**config.mk**
```make
export PLATFORM = sky130hd
export DESIGN_NAME = pvk_queue
export DESIGN_NICKNAME = d
export VERILOG_FILES = /design/src/rtl/pvk_pkg.sv /design/src/rtl/pvk_queue.sv
export SDC_FILE = /design/constraint.sdc
export NUM_CORES = 1
export LEC_CHECK = 0
export BUFFER_PORTS_ARGS = -buffer_cell sky130_fd_sc_hd__buf_2
export CAP_MARGIN = 20
export CELL_PAD_IN_SITES_DETAIL_PLACEMENT = 0
export CELL_PAD_IN_SITES_GLOBAL_PLACEMENT = 1
export CORE_MARGIN = 2
export CORE_UTILIZATION = 35
export CTS_BUF_LIST = sky130_fd_sc_hd__clkbuf_16
export DETAILED_ROUTE_END_ITERATION = 7
export PLACE_DENSITY_LB_ADDON = 0.1
export SLEW_MARGIN = 20
export SYNTH_ARGS = -nofsm -noshare
export SYNTH_HDL_FRONTEND = slang
export SYNTH_SLANG_ARGS = --single-unit
```
**constraint.sdc**
```tcl
create_clock -name clk -period 3.1 [get_ports clk]
set_input_delay 0.155 -clock clk [delete_from_list [all_inputs] [get_ports clk]]
set_output_delay 0.155 -clock clk [all_outputs]
set_load 0.05 [all_outputs]
```
**src/rtl/pvk_pkg.sv**
```systemverilog
// shared types, constants and lookup functions for the primitive vertex kick assembler
package pvk_pkg;

  localparam int VERTEX_DEPTH_DEF = 256;
  localparam int QUEUE_DEPTH      = 2;

  localparam int WORD_W     = 64;
  localparam int INDEX_W    = 8;
  localparam int PRIM_W     = 3;
  localparam int VCAP_W     = 9;
  localparam int ICAP_W     = 16;
  localparam int ICOUNT_W   = 17;
  localparam int CFG_ADDR_W = 2;
  localparam int CFG_DATA_W = 16;
  localparam int MAX_VERTS  = 3;

  // configuration register indexes
  localparam logic [CFG_ADDR_W-1:0] CFG_PRIM_TYPE       = 2'd0;
  localparam logic [CFG_ADDR_W-1:0] CFG_VERTEX_CAPACITY = 2'd1;
  localparam logic [CFG_ADDR_W-1:0] CFG_INDEX_CAPACITY  = 2'd2;

  localparam logic [PRIM_W-1:0] PRIM_TYPE_RST       = 3'd0;
  localparam logic [VCAP_W-1:0] VERTEX_CAPACITY_RST = 9'd256;
  localparam logic [ICAP_W-1:0] INDEX_CAPACITY_RST  = 16'd65535;

  // input actions
  localparam logic ACTION_KICK  = 1'b0;
  localparam logic ACTION_FLUSH = 1'b1;

  typedef enum logic [PRIM_W-1:0] {
    PRIM_POINT     = 3'd0,
    PRIM_LINE      = 3'd1,
    PRIM_LINESTRIP = 3'd2,
    PRIM_TRI       = 3'd3,
    PRIM_TRISTRIP  = 3'd4,
    PRIM_FAN       = 3'd5,
    PRIM_SPRITE    = 3'd6,
    PRIM_INVALID   = 3'd7
  } prim_t;

  // command from the front end to the back end
  typedef struct packed {
    logic                 overflow;
    logic [1:0]           cnt;
    logic                 copy;
    logic                 wr_en;
    logic [MAX_VERTS-1:0] use_word;
  } cmd_ctrl_t;

  // vertices pending before a primitive can be drawn
  function automatic logic [1:0] need_of(prim_t p);
    logic [1:0] n;
    case (p) inside
      PRIM_POINT, PRIM_INVALID:            n = 2'd1;
      PRIM_LINE, PRIM_LINESTRIP, PRIM_SPRITE: n = 2'd2;
      default:                             n = 2'd3;
    endcase
    return n;
  endfunction

  // indices emitted per drawn primitive
  function automatic logic [1:0] emit_of(prim_t p);
    logic [1:0] n;
    case (p) inside
      PRIM_POINT:                          n = 2'd1;
      PRIM_INVALID:                        n = 2'd0;
      PRIM_LINE, PRIM_LINESTRIP, PRIM_SPRITE: n = 2'd2;
      default:                             n = 2'd3;
    endcase
    return n;
  endfunction

endpackage

```
**src/rtl/pvk_queue.sv**
```systemverilog
// short command fifo between the front end and the back end
module pvk_queue #(
  parameter int WIDTH = 8,
  parameter int DEPTH = pvk_pkg::QUEUE_DEPTH,
  localparam int PW = $clog2(DEPTH),
  localparam int CW = $clog2(DEPTH + 1)
) (
  input  logic             clk,
  input  logic             rst_n,
  input  logic             push,
  input  logic [WIDTH-1:0] wdata,
  output logic             full,
  input  logic             pop,
  output logic             valid,
  output logic [WIDTH-1:0] rdata
);

  logic [WIDTH-1:0] mem_r [DEPTH];
  logic [PW-1:0]    wr_ptr_r, wr_ptr_nxt;
  logic [PW-1:0]    rd_ptr_r, rd_ptr_nxt;
  logic [CW-1:0]    count_r, count_nxt;
  logic             do_push, do_pop;

  assign full    = (count_r == CW'(DEPTH));
  assign valid   = (count_r != '0);
  assign rdata   = mem_r[rd_ptr_r];
  assign do_push = push && !full;
  assign do_pop  = pop && valid;

  always_comb begin
    wr_ptr_nxt = wr_ptr_r;
    rd_ptr_nxt = rd_ptr_r;
    count_nxt  = count_r;
    if (do_push) begin
      wr_ptr_nxt = (wr_ptr_r == PW'(DEPTH - 1)) ? '0 : wr_ptr_r + PW'(1);
    end
    if (do_pop) begin
      rd_ptr_nxt = (rd_ptr_r == PW'(DEPTH - 1)) ? '0 : rd_ptr_r + PW'(1);
    end
    if (do_push && !do_pop) begin
      count_nxt = count_r + CW'(1);
    end else if (do_pop && !do_push) begin
      count_nxt = count_r - CW'(1);
    end
  end

  always_ff @(posedge clk) begin
    if (!rst_n) begin
      wr_ptr_r <= '0;
      rd_ptr_r <= '0;
      count_r  <= '0;
    end else begin
      wr_ptr_r <= wr_ptr_nxt;
      rd_ptr_r <= rd_ptr_nxt;
      count_r  <= count_nxt;
    end
  end

  always_ff @(posedge clk) begin
    if (do_push) begin
      mem_r[wr_ptr_r] <= wdata;
    end
  end

endmodule

```
### Word-level counts from Yosys, hierarchy flattened

Memory sizes are Yosys's and may differ from the RTL's. A register that Yosys moved wholly into a read port is not among the register bits.
Index checks and enable logic that the tools add are counted.

| cells by class | value |
|---|---|
| add/subtract/negate cells | 4 |
| equality and inequality tests | 1 |
| mux-type cells | 8 |
| reductions and logical operators | 9 |

Operator list:

| cell | count |
|---|---|
| two-way mux 1 bit | 6 |
| logical AND 1 bit | 4 |
| two-way mux 2 bit | 2 |
| nonzero test 2 bit | 2 |
| zero test 1 bit | 3 |
| adder 1 bit, second input constant | 2 |
| adder 2 x 1 -> 2 bit, second input constant | 1 |
| equality test 2 bit, second input constant | 1 |
| subtractor 2 x 1 -> 2 bit, second input constant | 1 |

| word-level totals | value |
|---|---|
| flip-flop bits (word level) | 4 |
| RAM bits | 16 |
| logic and storage cells | 26 |
| memories | 1 |

Memory list:

| memory | depth | width | read ports | clocked after memory_dff | wr ports | line | RTL |
|---|---|---|---|---|---|---|---|
| mem_r | 2 | 8 | 1 | 1 | 1 | pvk_queue.sv:18 | `logic [WIDTH-1:0] mem_r [DEPTH];` |

### Logic depth before layout (Yosys ltp)

| logic depth | value |
|---|---|
| depth in word-level cells | 7 |
| mapped depth | 7 |

### Worst setup path after synthesis

Ideal clock, no wire load.

| timing path | value |
|---|---|
| path kind | register -> register |
| start | register count_r[0] |
| end | register count_r[1] |
| library setup time | 70 ps |
| arrival | 1718 ps |
| required time | 3030 ps |
| setup slack | 1312 ps |
| cell stages (with the launch flop) | 7 |
| path through | dfxtp_1 -> nand2b_1 -> inv_1 -> nor2_1 -> ha_1 -> or3_1 -> a21oi_1 |

| between the ends | value |
|---|---|
| cells in the longest elaborated chain, start to end | 6 |
| elaborated cells on any way between the ends | 14 |
| classes of those cells | 2 x add/sub; 1 x eq/ne; 2 x mux; 9 x reduce/logical |

Ends and longest elaborated chain:

| item | line | RTL |
|---|---|---|
| start, declared | pvk_queue.sv:21 | `logic [CW-1:0] count_r, count_nxt;` |
| start signal, assigned | pvk_queue.sv:55 | `count_r <= count_nxt;` |
| equality test 2 bit * | pvk_queue.sv:24 | `assign full = (count_r == CW'(DEPTH));` |
| via full | pvk_queue.sv:12 | `output logic full,` |
| zero test 1 bit * | pvk_queue.sv:27 | `assign do_push = push && !full;` |
| logical AND 1 bit * | pvk_queue.sv:27 |  |
| zero test 1 bit | pvk_queue.sv:42 | `end else if (do_pop && !do_push) begin` |
| logical AND 1 bit | pvk_queue.sv:42 |  |
| nonzero test 2 bit (no line) | - |  |

Mark *: on every way through the listed nets, which the timed path passes. The rest lies on a longest branch. The select of a mux whose other input is x is not followed.
A chain may end at the register's enable or synchronous reset.

### Final worst setup path

| timing path | value |
|---|---|
| start | register count_r[0] |
| end | memory mem_r[0][4], enable pin |

| between the ends | value |
|---|---|
| cells in the longest elaborated chain, start to end | 5 |

Ends and longest elaborated chain:

| item | line | RTL |
|---|---|---|
| equality test 2 bit | pvk_queue.sv:24 |  |
| zero test 1 bit | pvk_queue.sv:27 |  |
| logical AND 1 bit | pvk_queue.sv:27 |  |
| two-way mux 1 bit | pvk_queue.sv:60 | `if (do_push) begin` |
| two-way mux 1 bit (implied by the code) | pvk_queue.sv:61 | `mem_r[wr_ptr_r] <= wdata;` |
| end, declared | pvk_queue.sv:18 |  |

Every way passes these cells.

==> metrics.md <==
| Metric | Value |
|---|---|
| Status | completed |
| Reg power frac | between 30% and 40% |
| Synth Instances | a little over 50 |
| Worst slew pin tran | 0.737 ns |
| Drt total wl | 1.09 mm |
| Post-layout nets | approximately 90 |
| Gr usage total | ~8.6% |
| Top cells by area, synth | edfxtp_1, dfxtp_1, mux2_2, xor2_1, nor2_1 |
| Count leader, synth | edfxtp_1 |
| Bufs and invs on worst path | 1 |
| Setup TNS | 0 ns |
| Async set-or-reset flop fraction in the synthesized netlist | 0% |
| Post-CTS resize count | 0 |
| Area of the mapped netlist | slightly above 800 um^2 |
| RSZ-0062 raised after global routing | no |
| Overflow after GRT | 0 |
| ANT cells | 0 |
| CP top delay family | simple AND/OR/NAND/NOR gates |
| Num rows | 17 |
| WL/cell | approximately 11 um |
| Crit share post-route | between 50% and 60% |
| Global-route wire length before repair | 1.66 mm |
| Layout cells sized above 1 | between 40 and 50% |
| H-tree levels | 1 |
| Yosys top cell by area | edfxtp_1 |
| Seq/Total Area, Yosys | between 70% and 80% |
| CP Launch Type | flip-flop |
| Syn_nets | 64 |
| Starting density of the core | between 30% and 40% |
| Area delta synth->final | 26.6% |
| CP max stage cell | nor3_2 |
| Clock share of power | 24.8% |
| Inserted Clock Buffers | 3 |
| R2R Setup Slk | roughly 1.5 ns |
| Post-DP Area | roughly 940 um^2 |
| Via count | around 460 |
| Worst hold path class | primary input to flip-flop |
| Vias in the first global route | between 300 and 400 |
| Worst Hold Depth | 1 |
| Utilization after layout | a little under half |
| Logic pwr share | a little over a third |
| Gpl congestion | around 0.63 |
| Clock sinks | 21 |
| Crit path DAT | ~1.4 ns |
| Power per Cell Area | 999 mW/mm^2 |
| DR DRC count | 0 |
| Internal Power | 646 uW |
| Cts hold-fix bufs | 0 |
| Synthesized area per cell | approximately 16 um^2 |
| Setup Buffers After CTS | 0 |
| Synth Flop Type | edfxtp_1 |
| Crit path cell chain | nand2b_1 > inv_1 > nor3_2 |
| Fillers | 201 |
| Post-route design area | a little over 0.001 mm^2 |
| Hold path start | wdata[0] |
| Endpoints failing setup | 0 |
| Setup CP Type | flip-flop to flip-flop |
| Clock transition at path regs | about 0.05 ns |
| Crit path largest cell delay | 0.56 ns |
| R2r startpoint | count_r[0]$_SDFFE_PN0P_ |
| Die Footprint | about 0.0027 mm^2 |
| Switching power | approximately 370 uW |
| Die H | a little over 50 um |
| Worst relative slew slack | 50.6% |
| Final hold vios | 0 |
| I/O pin total | 22 |
| Synth unique cells | 17 |
| Yosys top cell area share | roughly 60% |
| Synth top cells by count | edfxtp_1, mux2_2, dfxtp_1 |
| Crit path from | count_r[0]$_SDFFE_PN0P_ |
| Router iterations before antenna repair | 3 |
| #FFs+latches synth | 21 |
| Worst hold endpoint | mem_r[1][0]$_DFFE_PP_ |
| Pin count of the biggest net entering global routing | 12 |
| Chip Width | between 50 and 60 um |
| Area occupied by multi-input gates | between 200 and 250 um^2 |
| Max clock buf depth | 2 |
| Crit-path max FO | 9 |
| Post-DR vias/cell | roughly 4.4 |
| Critical R2R Capture | mem_r[0][4]$_DFFE_PP_ |
| Clk Latency, worst-skew pair | ~0.24 ns |
| Placeable Area | between 0.002 and 0.0025 mm^2 |
| HPWL after DPL | roughly 820 um |
| P_leak | around 0.00042 uW |
| CTS tree | yes |
| CP endpoint kind | flip-flop |
| Register cell area after layout | between 500 and 600 um^2 |
| Initial antenna violation count | 0 |
| Max Freq | ~0.64 GHz |
| Crit path required time | 2.97 ns |
| Input/output buffers | 21 |
| Max Cap Violations | 0 |
| DR iter-0 viols | 2 |
| Syn. warnings | 0 |
| Max VDD drop | approximately 0.46 mV |
| Worst R2R Path Depth | 3 |
| Slew Viols, Final | 0 |
| Worst clock skew | a little under 0.002 ns |
| Remaining antenna violation count | 0 |
| Minimum clock period | 1.56 ns |
| CTS root buffer | clkbuf_16 |
| Switch share | a little over a third |
| EDFF count, synth | 16 |
[area by class of cell]
class	count	area share (%)
Inverter	3	1.10
Tap cell	28	3.44
Sequential cell	21	56.9
Clock buffer	3	7.36
Multi-Input combinational cell	26	20.5
Clock inverter	1	0.368
Timing Repair Buffer	21	10.3
[kinds of logic after synthesis]
group,after synthesis,share of synthesized area (%)
compound gates,5,3.73
fa+ha+maj,1,1.55
flops,21,72.1
mux,8,11.2
xor+xnor,3,3.26
buf+inv,4,2.02
simple gates,9,6.21
[layer usage]
layer / wire length (um) / part of all wire, % / track usage [%] / vias up
li1: - / - / - / 230
met1: 477 / 44 / 11.3 / 217
met2: 558 / 51 / 13.5 / 11
met3: 54 / 4.9 / 2.59 / 0
met4: 0 / 0 / 2.63 / 0
met5: 0 / 0 / 0 / -
[worst max-delay path by stage]
stage	slack [ns]	depth (start not counted)	endpoint
3_3_place_gp	1.55	6	count_r[1]$_SDFFE_PN0P_
2_1_floorplan	1.31	6	count_r[1]$_SDFFE_PN0P_
4_1_cts	1.51	3	mem_r[0][4]$_DFFE_PP_
5_1_grt	1.42	6	count_r[1]$_SDFFE_PN0P_
6_report	1.54	3	mem_r[0][4]$_DFFE_PP_
3_5_place_dp	1.52	3	mem_r[0][3]$_DFFE_PP_
[metrics by stage]
step	hold WS [ns]	total power (uW)	instances	setup WS, ns
final	0.0984	1020	103	1.54
after global routing	0.0962	1070	103	1.42
after CTS	0.0966	1030	103	1.51
after detailed placement	0.347	775	99	1.52
after global placement	0.344	776	99	1.55
after floorplan	0.254	703	51	1.31
[registers in the layout, indices dropped and copies added (netlist names), named ones only]
name and count:
count_r 2, mem_r 16, rd_ptr_r 1, wr_ptr_r 1
[layout by cell type (no fill, tap or decap)]
master and instances:
a21boi_0 1, a21oi_1 1, and3_1 1, buf_2 21, clkbuf_16 3, dfxtp_1 5
edfxtp_1 16, ha_1 1, inv_1 4, mux2_2 8, nand2b_1 1, nor2_1 4
nor3_2 1, o21a_1 1, o21ai_0 2, or2_2 1, or3_1 1, xor2_1 3
[power by group through the flow]
stage	sequential, uW	clock (uW)	combinational, uW
floorplan	382	0	321
global placement	402	0	374
detailed placement	402	0	373
CTS	398	260	374
global route	403	273	398
finish	395	253	370
No activity file was read; power rests on OpenSTA's default activity.
