File: config.mk
export PLATFORM = sky130hd
export DESIGN_NAME = pvk_front
export DESIGN_NICKNAME = d
export VERILOG_FILES = /design/src/rtl/pvk_pkg.sv /design/src/rtl/pvk_front.sv
export SDC_FILE = /design/constraint.sdc
export NUM_CORES = 1
export LEC_CHECK = 0
export BUFFER_PORTS_ARGS = -buffer_cell sky130_fd_sc_hd__buf_2
export CAP_MARGIN = 20
export CORE_MARGIN = 2
export CORE_UTILIZATION = 45
export CTS_CLUSTER_DIAMETER = 150
export DETAILED_ROUTE_END_ITERATION = 10
export PLACE_DENSITY = 0.75
export SLEW_MARGIN = 10
export SYNTH_ARGS = -nofsm -noshare
export SYNTH_HDL_FRONTEND = slang
export SYNTH_SLANG_ARGS = --single-unit
File: constraint.sdc
create_clock -name clk -period 16.5 [get_ports clk]
set_input_delay 3.3 -clock clk [delete_from_list [all_inputs] [get_ports clk]]
set_output_delay 3.3 -clock clk [all_outputs]
set_load 0.01 [all_outputs]
File: src/rtl/pvk_pkg.sv
// shared types, constants and lookup functions for the primitive vertex kick assembler
package pvk_pkg;

  localparam int VERTEX_DEPTH_DEF = 256;
  localparam int QUEUE_DEPTH      = 2;

  localparam int WORD_W     = 64;
  localparam int INDEX_W    = 8;
  localparam int PRIM_W     = 3;
  localparam int VCAP_W     = 9;
  localparam int ICAP_W     = 16;
  localparam int ICOUNT_W   = 17;
  localparam int CFG_ADDR_W = 2;
  localparam int CFG_DATA_W = 16;
  localparam int MAX_VERTS  = 3;

  // configuration register indexes
  localparam logic [CFG_ADDR_W-1:0] CFG_PRIM_TYPE       = 2'd0;
  localparam logic [CFG_ADDR_W-1:0] CFG_VERTEX_CAPACITY = 2'd1;
  localparam logic [CFG_ADDR_W-1:0] CFG_INDEX_CAPACITY  = 2'd2;

  localparam logic [PRIM_W-1:0] PRIM_TYPE_RST       = 3'd0;
  localparam logic [VCAP_W-1:0] VERTEX_CAPACITY_RST = 9'd256;
  localparam logic [ICAP_W-1:0] INDEX_CAPACITY_RST  = 16'd65535;

  // input actions
  localparam logic ACTION_KICK  = 1'b0;
  localparam logic ACTION_FLUSH = 1'b1;

  typedef enum logic [PRIM_W-1:0] {
    PRIM_POINT     = 3'd0,
    PRIM_LINE      = 3'd1,
    PRIM_LINESTRIP = 3'd2,
    PRIM_TRI       = 3'd3,
    PRIM_TRISTRIP  = 3'd4,
    PRIM_FAN       = 3'd5,
    PRIM_SPRITE    = 3'd6,
    PRIM_INVALID   = 3'd7
  } prim_t;

  // command from the front end to the back end
  typedef struct packed {
    logic                 overflow;
    logic [1:0]           cnt;
    logic                 copy;
    logic                 wr_en;
    logic [MAX_VERTS-1:0] use_word;
  } cmd_ctrl_t;

  // vertices pending before a primitive can be drawn
  function automatic logic [1:0] need_of(prim_t p);
    logic [1:0] n;
    case (p) inside
      PRIM_POINT, PRIM_INVALID:            n = 2'd1;
      PRIM_LINE, PRIM_LINESTRIP, PRIM_SPRITE: n = 2'd2;
      default:                             n = 2'd3;
    endcase
    return n;
  endfunction

  // indices emitted per drawn primitive
  function automatic logic [1:0] emit_of(prim_t p);
    logic [1:0] n;
    case (p) inside
      PRIM_POINT:                          n = 2'd1;
      PRIM_INVALID:                        n = 2'd0;
      PRIM_LINE, PRIM_LINESTRIP, PRIM_SPRITE: n = 2'd2;
      default:                             n = 2'd3;
    endcase
    return n;
  endfunction

endpackage

File: src/rtl/pvk_front.sv
// front end: accepts words, tracks head, tail, next and index budget, builds store commands
module pvk_front #(
  parameter int VERTEX_DEPTH = pvk_pkg::VERTEX_DEPTH_DEF,
  localparam int AW = $clog2(VERTEX_DEPTH),
  localparam int SW = $clog2(VERTEX_DEPTH + 1)
) (
  input  logic                                       clk,
  input  logic                                       rst_n,
  input  logic [pvk_pkg::PRIM_W-1:0]                 prim_type,
  input  logic [pvk_pkg::VCAP_W-1:0]                 vertex_capacity,
  input  logic [pvk_pkg::ICAP_W-1:0]                 index_capacity,
  input  logic                                       in_valid,
  output logic                                       in_ready,
  input  logic                                       in_action,
  input  logic [pvk_pkg::WORD_W-1:0]                 in_vertex_word,
  input  logic                                       in_skip,
  input  logic                                       q_full,
  output logic                                       cmd_push,
  output pvk_pkg::cmd_ctrl_t                         cmd_ctrl,
  output logic [pvk_pkg::WORD_W-1:0]                 cmd_word,
  output logic [AW-1:0]                              cmd_wr_slot,
  output logic [pvk_pkg::MAX_VERTS-1:0][AW-1:0]      cmd_src,
  output logic [pvk_pkg::MAX_VERTS-1:0][AW-1:0]      cmd_dst
);

  localparam int CW = (SW > pvk_pkg::VCAP_W) ? SW : pvk_pkg::VCAP_W;
  localparam int IW = pvk_pkg::ICOUNT_W;
  localparam int BW = pvk_pkg::ICOUNT_W + 1;
  localparam int NV = pvk_pkg::MAX_VERTS;

  logic [SW-1:0] head_r, head_nxt;
  logic [SW-1:0] tail_r, tail_nxt;
  logic [SW-1:0] next_r, next_nxt;
  logic [IW-1:0] index_count_r, index_count_nxt;

  pvk_pkg::prim_t prim;
  logic [1:0]     need, emit, k;
  logic [SW-1:0]  t, pending, base;
  logic [CW-1:0]  cap_cfg, cap;
  logic           accept, enough, draws, strip, compact, over;
  logic [SW-1:0]  src_s [NV];
  logic [SW-1:0]  dst_s [NV];

  assign in_ready = !q_full;
  assign accept   = in_valid && in_ready;
  assign prim     = pvk_pkg::prim_t'(prim_type);

  // classification of the incoming word
  always_comb begin
    need    = pvk_pkg::need_of(prim);
    emit    = pvk_pkg::emit_of(prim);
    t       = tail_r + SW'(1);
    pending = t - head_r;
    enough  = (pending >= SW'(need));
    draws   = enough && !in_skip;
    k       = draws ? emit : 2'd0;
    cap_cfg = CW'(vertex_capacity);
    cap     = (cap_cfg > CW'(VERTEX_DEPTH)) ? CW'(VERTEX_DEPTH) : cap_cfg;
    over    = (CW'(tail_r) >= cap) ||
              (({1'b0, index_count_r} + BW'(k)) > BW'(index_capacity));
    strip   = (prim == pvk_pkg::PRIM_LINESTRIP) || (prim == pvk_pkg::PRIM_TRISTRIP);
    compact = strip && draws && (next_r < head_r);
    base    = compact ? next_r : head_r;
    for (int i = 0; i < NV; i++) begin
      src_s[i] = head_r + SW'(i);
      dst_s[i] = base + SW'(i);
    end
    // fan: hub vertex plus the two newest
    if (prim == pvk_pkg::PRIM_FAN) begin
      src_s[1] = t - SW'(2);
      src_s[2] = t - SW'(1);
      dst_s[1] = src_s[1];
      dst_s[2] = src_s[2];
    end
  end

  // state update
  always_comb begin
    head_nxt        = head_r;
    tail_nxt        = tail_r;
    next_nxt        = next_r;
    index_count_nxt = index_count_r;
    if (accept) begin
      if (in_action == pvk_pkg::ACTION_FLUSH) begin
        head_nxt        = '0;
        tail_nxt        = '0;
        next_nxt        = '0;
        index_count_nxt = '0;
      end else if (!over) begin
        tail_nxt = t;
        if (enough && in_skip) begin
          unique case (prim) inside
            pvk_pkg::PRIM_LINESTRIP, pvk_pkg::PRIM_TRISTRIP: head_nxt = head_r + SW'(1);
            pvk_pkg::PRIM_FAN:                               head_nxt = head_r;
            default:                                         tail_nxt = head_r;
          endcase
        end else if (enough) begin
          unique case (prim) inside
            pvk_pkg::PRIM_LINESTRIP, pvk_pkg::PRIM_TRISTRIP: begin
              head_nxt = base + SW'(1);
              next_nxt = base + SW'(emit);
              if (compact) begin
                tail_nxt = base + SW'(emit);
              end
            end
            pvk_pkg::PRIM_FAN: begin
              next_nxt = t;
            end
            pvk_pkg::PRIM_INVALID: begin
              tail_nxt = head_r;
            end
            default: begin
              head_nxt = head_r + SW'(emit);
              next_nxt = head_r + SW'(emit);
            end
          endcase
          index_count_nxt = index_count_r + IW'(k);
        end
      end
    end
  end

  // command to the back end
  always_comb begin
    cmd_push          = accept && (in_action == pvk_pkg::ACTION_KICK);
    cmd_ctrl.overflow = over;
    cmd_ctrl.cnt      = over ? 2'd0 : k;
    cmd_ctrl.copy     = compact && !over;
    // after compaction the old tail slot is dead, so the word is not stored there
    cmd_ctrl.wr_en    = !over && !compact;
    cmd_word          = in_vertex_word;
    cmd_wr_slot       = tail_r[AW-1:0];
    for (int i = 0; i < NV; i++) begin
      cmd_ctrl.use_word[i] = (src_s[i] == tail_r);
      cmd_src[i]           = src_s[i][AW-1:0];
      cmd_dst[i]           = dst_s[i][AW-1:0];
    end
  end

  always_ff @(posedge clk) begin
    if (!rst_n) begin
      head_r        <= '0;
      tail_r        <= '0;
      next_r        <= '0;
      index_count_r <= '0;
    end else begin
      head_r        <= head_nxt;
      tail_r        <= tail_nxt;
      next_r        <= next_nxt;
      index_count_r <= index_count_nxt;
    end
  end

  a_head_not_past_tail: assert property (@(posedge clk) disable iff (!rst_n)
    head_r <= tail_r)
    else $error("head slot beyond tail slot");

  a_index_budget_bound: assert property (@(posedge clk) disable iff (!rst_n)
    index_count_r[IW-1] == 1'b0)
    else $error("index count beyond largest budget");

endmodule

Word-level counts from Yosys, hierarchy flattened. Index checks and enable logic that the tools add are counted. W data, S select, Z words.

Register bits: 44. Memories: 0. Output and inout port bits: 130. ROM bits: 0. Bits in latches: 0. RAM bits: 0.

Shift operators: 0. Bitwise logic cells: 1. Multiply operators: 0. Reduce and logical (&&, ||, !) cells: 26. Equal/unequal tests: 14. Add/subtract/negate cells: 12. Mux-type cells: 32. Divide/modulo/power cells: 0. $lt $le $gt $ge: 5.

Operators by type and width (count): $mux W9 (17); $mux W17 (5); $pmux W9 S2 (2); $add A9 B1 Y9 const B (3); $eq A9 B9 Y1 (3); $pmux W9 S3 (1); $add A17 B2 Y18 (1); $add A9 B2 Y9 (2); $add A9 B2 Y9 const B (2); $gt A18 B16 Y1 (1); $mux W18 (1); $add A17 B2 Y17 (1); $eq A3 B3 Y1 const B (4); $mux W2 (5); $reduce_and A5 Y1 (2); $ge A9 B2 Y1 (1); $ge A9 B9 Y1 (1); $gt A9 B9 Y1 const B (1); $lt A9 B9 Y1 (1); $sub A9 B1 Y9 const B (1); $sub A9 B2 Y9 const B (1); $sub A9 B9 Y9 (1); $logic_and A1 B1 Y1 (8); $ne A2 B2 Y1 const B (3); 15 further kinds (22).

Logic depth before layout (Yosys ltp).
Depth after elaboration: 16. Gate-level depth with buffers: 34. Mapped depth without buffers: 31.

Least setup slack after synthesis. No wires, ideal clock.

Path type: input-to-output. Start point: input port prim_type[0] (netlist name). End point: output port cmd_ctrl[5] (netlist name). Slack: 3967 ps. Arrival time: 9233 ps. Cell stages on the path: 28. Path through: clkbuf_1 -> nand3_1 -> clkbuf_1 -> nand2_1 -> ha_1 -> a2111oi_0 -> nand4_1 -> a2111oi_4 -> buf_4 -> or2_2 -> nor2_1 -> ha_1 -> fa_1 -> and3_1 -> and3_1 -> clkbuf_2 -> and3_1 -> and3_1 -> and3_1 -> xor2_1 -> ha_1 -> nand2_1 -> or2_2 -> nor4_1 -> nor2_1 -> nand4b_1 -> clkbuf_1 -> nor3_1.

RTL lines: start: declaration (RTL line pvk_front.sv:9) `input logic [pvk_pkg::PRIM_W-1:0] prim_type,`; end: declaration (RTL line pvk_front.sv:19) `output pvk_pkg::cmd_ctrl_t cmd_ctrl,`.

==> flow_metrics.tcl <==
set metrics [dict create \
    status "complete, no violations" \
    grtUsageTotal 0.273 \
    fin_crit_ns 13.46 \
    synth_area_um2 7050 \
    grt_pass1_vias 6607 \
    synth_ff_type "dfxtp_1" \
    io_pins 228 \
    clock_latency_ns 0.31 \
    yosys_warnings 0 \
    die_area_um2 16700 \
    worstSetupPathType "in2out" \
    grt_first_pass_wirelength_um 35900 \
    post_drt_wl_per_cell_um 19.5 \
    nets 1115 \
    finalHoldViolCount 0 \
    clk_path_buf_depth 2 \
    cts_max_level 2 \
    core_region_area_um2 15300 \
    grt_max_degree 52 \
    cts_buffers 5 \
    cp_max_fo 23 \
    start_kind "primary input" \
    cp.arrival_ns 10.16 \
    max-slew-margin-rel 0.345 \
    cts_tree "done" \
    synthToLayoutAreaGrowth_pct 1.95 \
    synth-async-reset-ratio 0 \
    powerDensity_nw_per_um2 73.1 \
    vias 7070 \
    antenna_found_initial 1 \
    die_w_um 129 \
    ys_top_cells_by_area "dfxtp_1 (12%), ha_1 (9.9%), xnor2_1 (8.9%), buf_4 (8.8%), nand2_1 (5.6%)" \
    placedCellCount 1161 \
    rows 45 \
    fmaxAchievable_ghz 0.0743 \
    postCtsHoldBufs 0 \
    drive_gt1_frac 0.147 \
    drv_slew 0 \
    hold_path_class "reg2reg" \
    skew_ns 0.0118 \
    ys_ff_latch 44 \
    numClockSinks 44 \
    synth_fp_nets 1140 \
    drc_errors 0 \
    port_buffers 99 \
    cp.required_ns 13.20 \
    initialDrtViolationCount 706 \
    synth_top_area_cell "dfxtp_1" \
    wirelength_um 22800 \
    initial_core_util 0.462 \
    rsz0062_at_grt "no" \
    synth_top_area_frac 0.125 \
    worst_path_max_delay_cell "nand4b_1" \
    ys_top_cells_by_count "nand2_1 (106), buf_4 (83), xnor2_1 (72)" \
    cts_setup_buffers 0 \
    synth_cells 982 \
    fin_cells 1170 \
    avgSynthCellArea_um2 7.18 \
    gp_congestion 1.00 \
    dp_hpwl_um 17600 \
    vdd_ir_drop_max_mv 0.0558 \
    period_share 0.816 \
    setup_viol 0 \
    setup_tns_ns 0 \
    cts_resized 0 \
    cap_violations 0 \
    synth_most_common_cell "nand2_1" \
    die_h_um 129 \
    power_leakage_uw 0.00343 \
    critPathTopFamily "simple AND/OR/NAND/NOR gates" \
    worst_pin_slew_ns 0.978 \
    critPathBufInv 3 \
    ys_seq_area_frac 0.125 \
    synth.distinct_cells 74 \
    ant_nets 0 \
    drt_first_pass_iters 5 \
    clkSlewWorstSetupHoldPaths_ns 0.06 \
    vias_per_cell 6.04 \
    critPathCaptureType "output pin" \
    cpPeakStageDelay_ns 0.64 \
    cp_common_cell "and3_1" \
    cts_root_buf "clkbuf_16" \
    synth_enable_flop_cells 0 \
    overflow 0 \
]
-- worst reg2reg max path, delay by kind of cell, from the launching register on --
kind	cells	cell delay [ns]
xor gates and xnor gates	3	0.75
DFF	1	0.65
buffers and inverters	2	0.66
and+or+nand+nor	16	4.70
AOI/OAI and AO/OA	5	1.20
adders and majority gates	5	1.81
-- cell families after synthesis --
family,synth area share
xor gates and xnor gates,0.139
muxes,0.0351
AOI/OAI and AO/OA,0.209
DFF,0.125
and+or+nand+nor,0.228
buffers and inverters,0.153
adders and majority gates,0.111
-- flip-flops by register name, indices dropped and copies added, names as in the netlist --
register	cells
head_r	9
next_r	9
index_count_r	17
tail_r	9
-- metrics by stage --
step / worst slack, ns / util / instance area [um^2] / power (uW) / hold slack, ns
6_report: 3.04 / 0.471 / 7190 / 525 / 0.500
5_1_grt: 2.55 / 0.471 / 7190 / 555 / 0.520
4_1_cts: 3.13 / 0.471 / 7180 / 519 / 0.501
3_5_place_dp: 3.16 / 0.460 / 7010 / 398 / 0.492
3_3_place_gp: 3.28 / 0.460 / 7010 / 396 / 0.488
2_1_floorplan: 3.97 / - / 7050 / 352 / 0.472
-- routing by layer --
layer,GRT usage,wire length [um],up-vias
met5,0,0,-
met4,0.150,1120,0
met3,0.0516,2460,83
met2,0.435,10100,447
met1,0.349,9060,3229
li1,-,-,3311
-- where the power goes --
part,internal [uW],total [uW],switching (uW)
Combinational,109,285,176
Sequential,109,119,9.95
Clock,72.1,121,48.7
-- area by class of cell --
type / instances / area, um^2
clock inverters: 3 / 47.5
fillers: 1563 / 8070
flip-flops and latches: 44 / 881
well taps: 211 / 264
diodes: 1 / 2.50
multi-input cells: 744 / 5090
inverters: 51 / 191
repair buffers: 111 / 586
clock buffers: 5 / 125
-- worst paths after layout --
kind / from / cells past startpoint / to / slack, ns
max: prim_type[0] / 26 / cmd_ctrl[6] / 3.04
min: index_count_r[16] / 1 / index_count_r[16] / 0.50
max reg2reg: tail_r[1] / 31 / head_r[7] / 6.65
min reg2reg: index_count_r[16] / 1 / index_count_r[16] / 0.50
-- cell usage in the layout, fill, tap and decap left out, drive strengths merged, types with 7 or more instances in the layout --
cell type	n
and3	18
nor3	27
nand4	16
nand2b	11
o31ai	7
nand2	107
o211a	12
inv	47
buf	111
a22oi	8
xor2	40
a21oi	56
mux2i	18
nand3	33
dfxtp	44
a21o	12
xnor2	72
o21ai	49
or3	11
ha	56
or2	7
a31oi	8
nor2	69
Power figures use the tool's default switching activity.
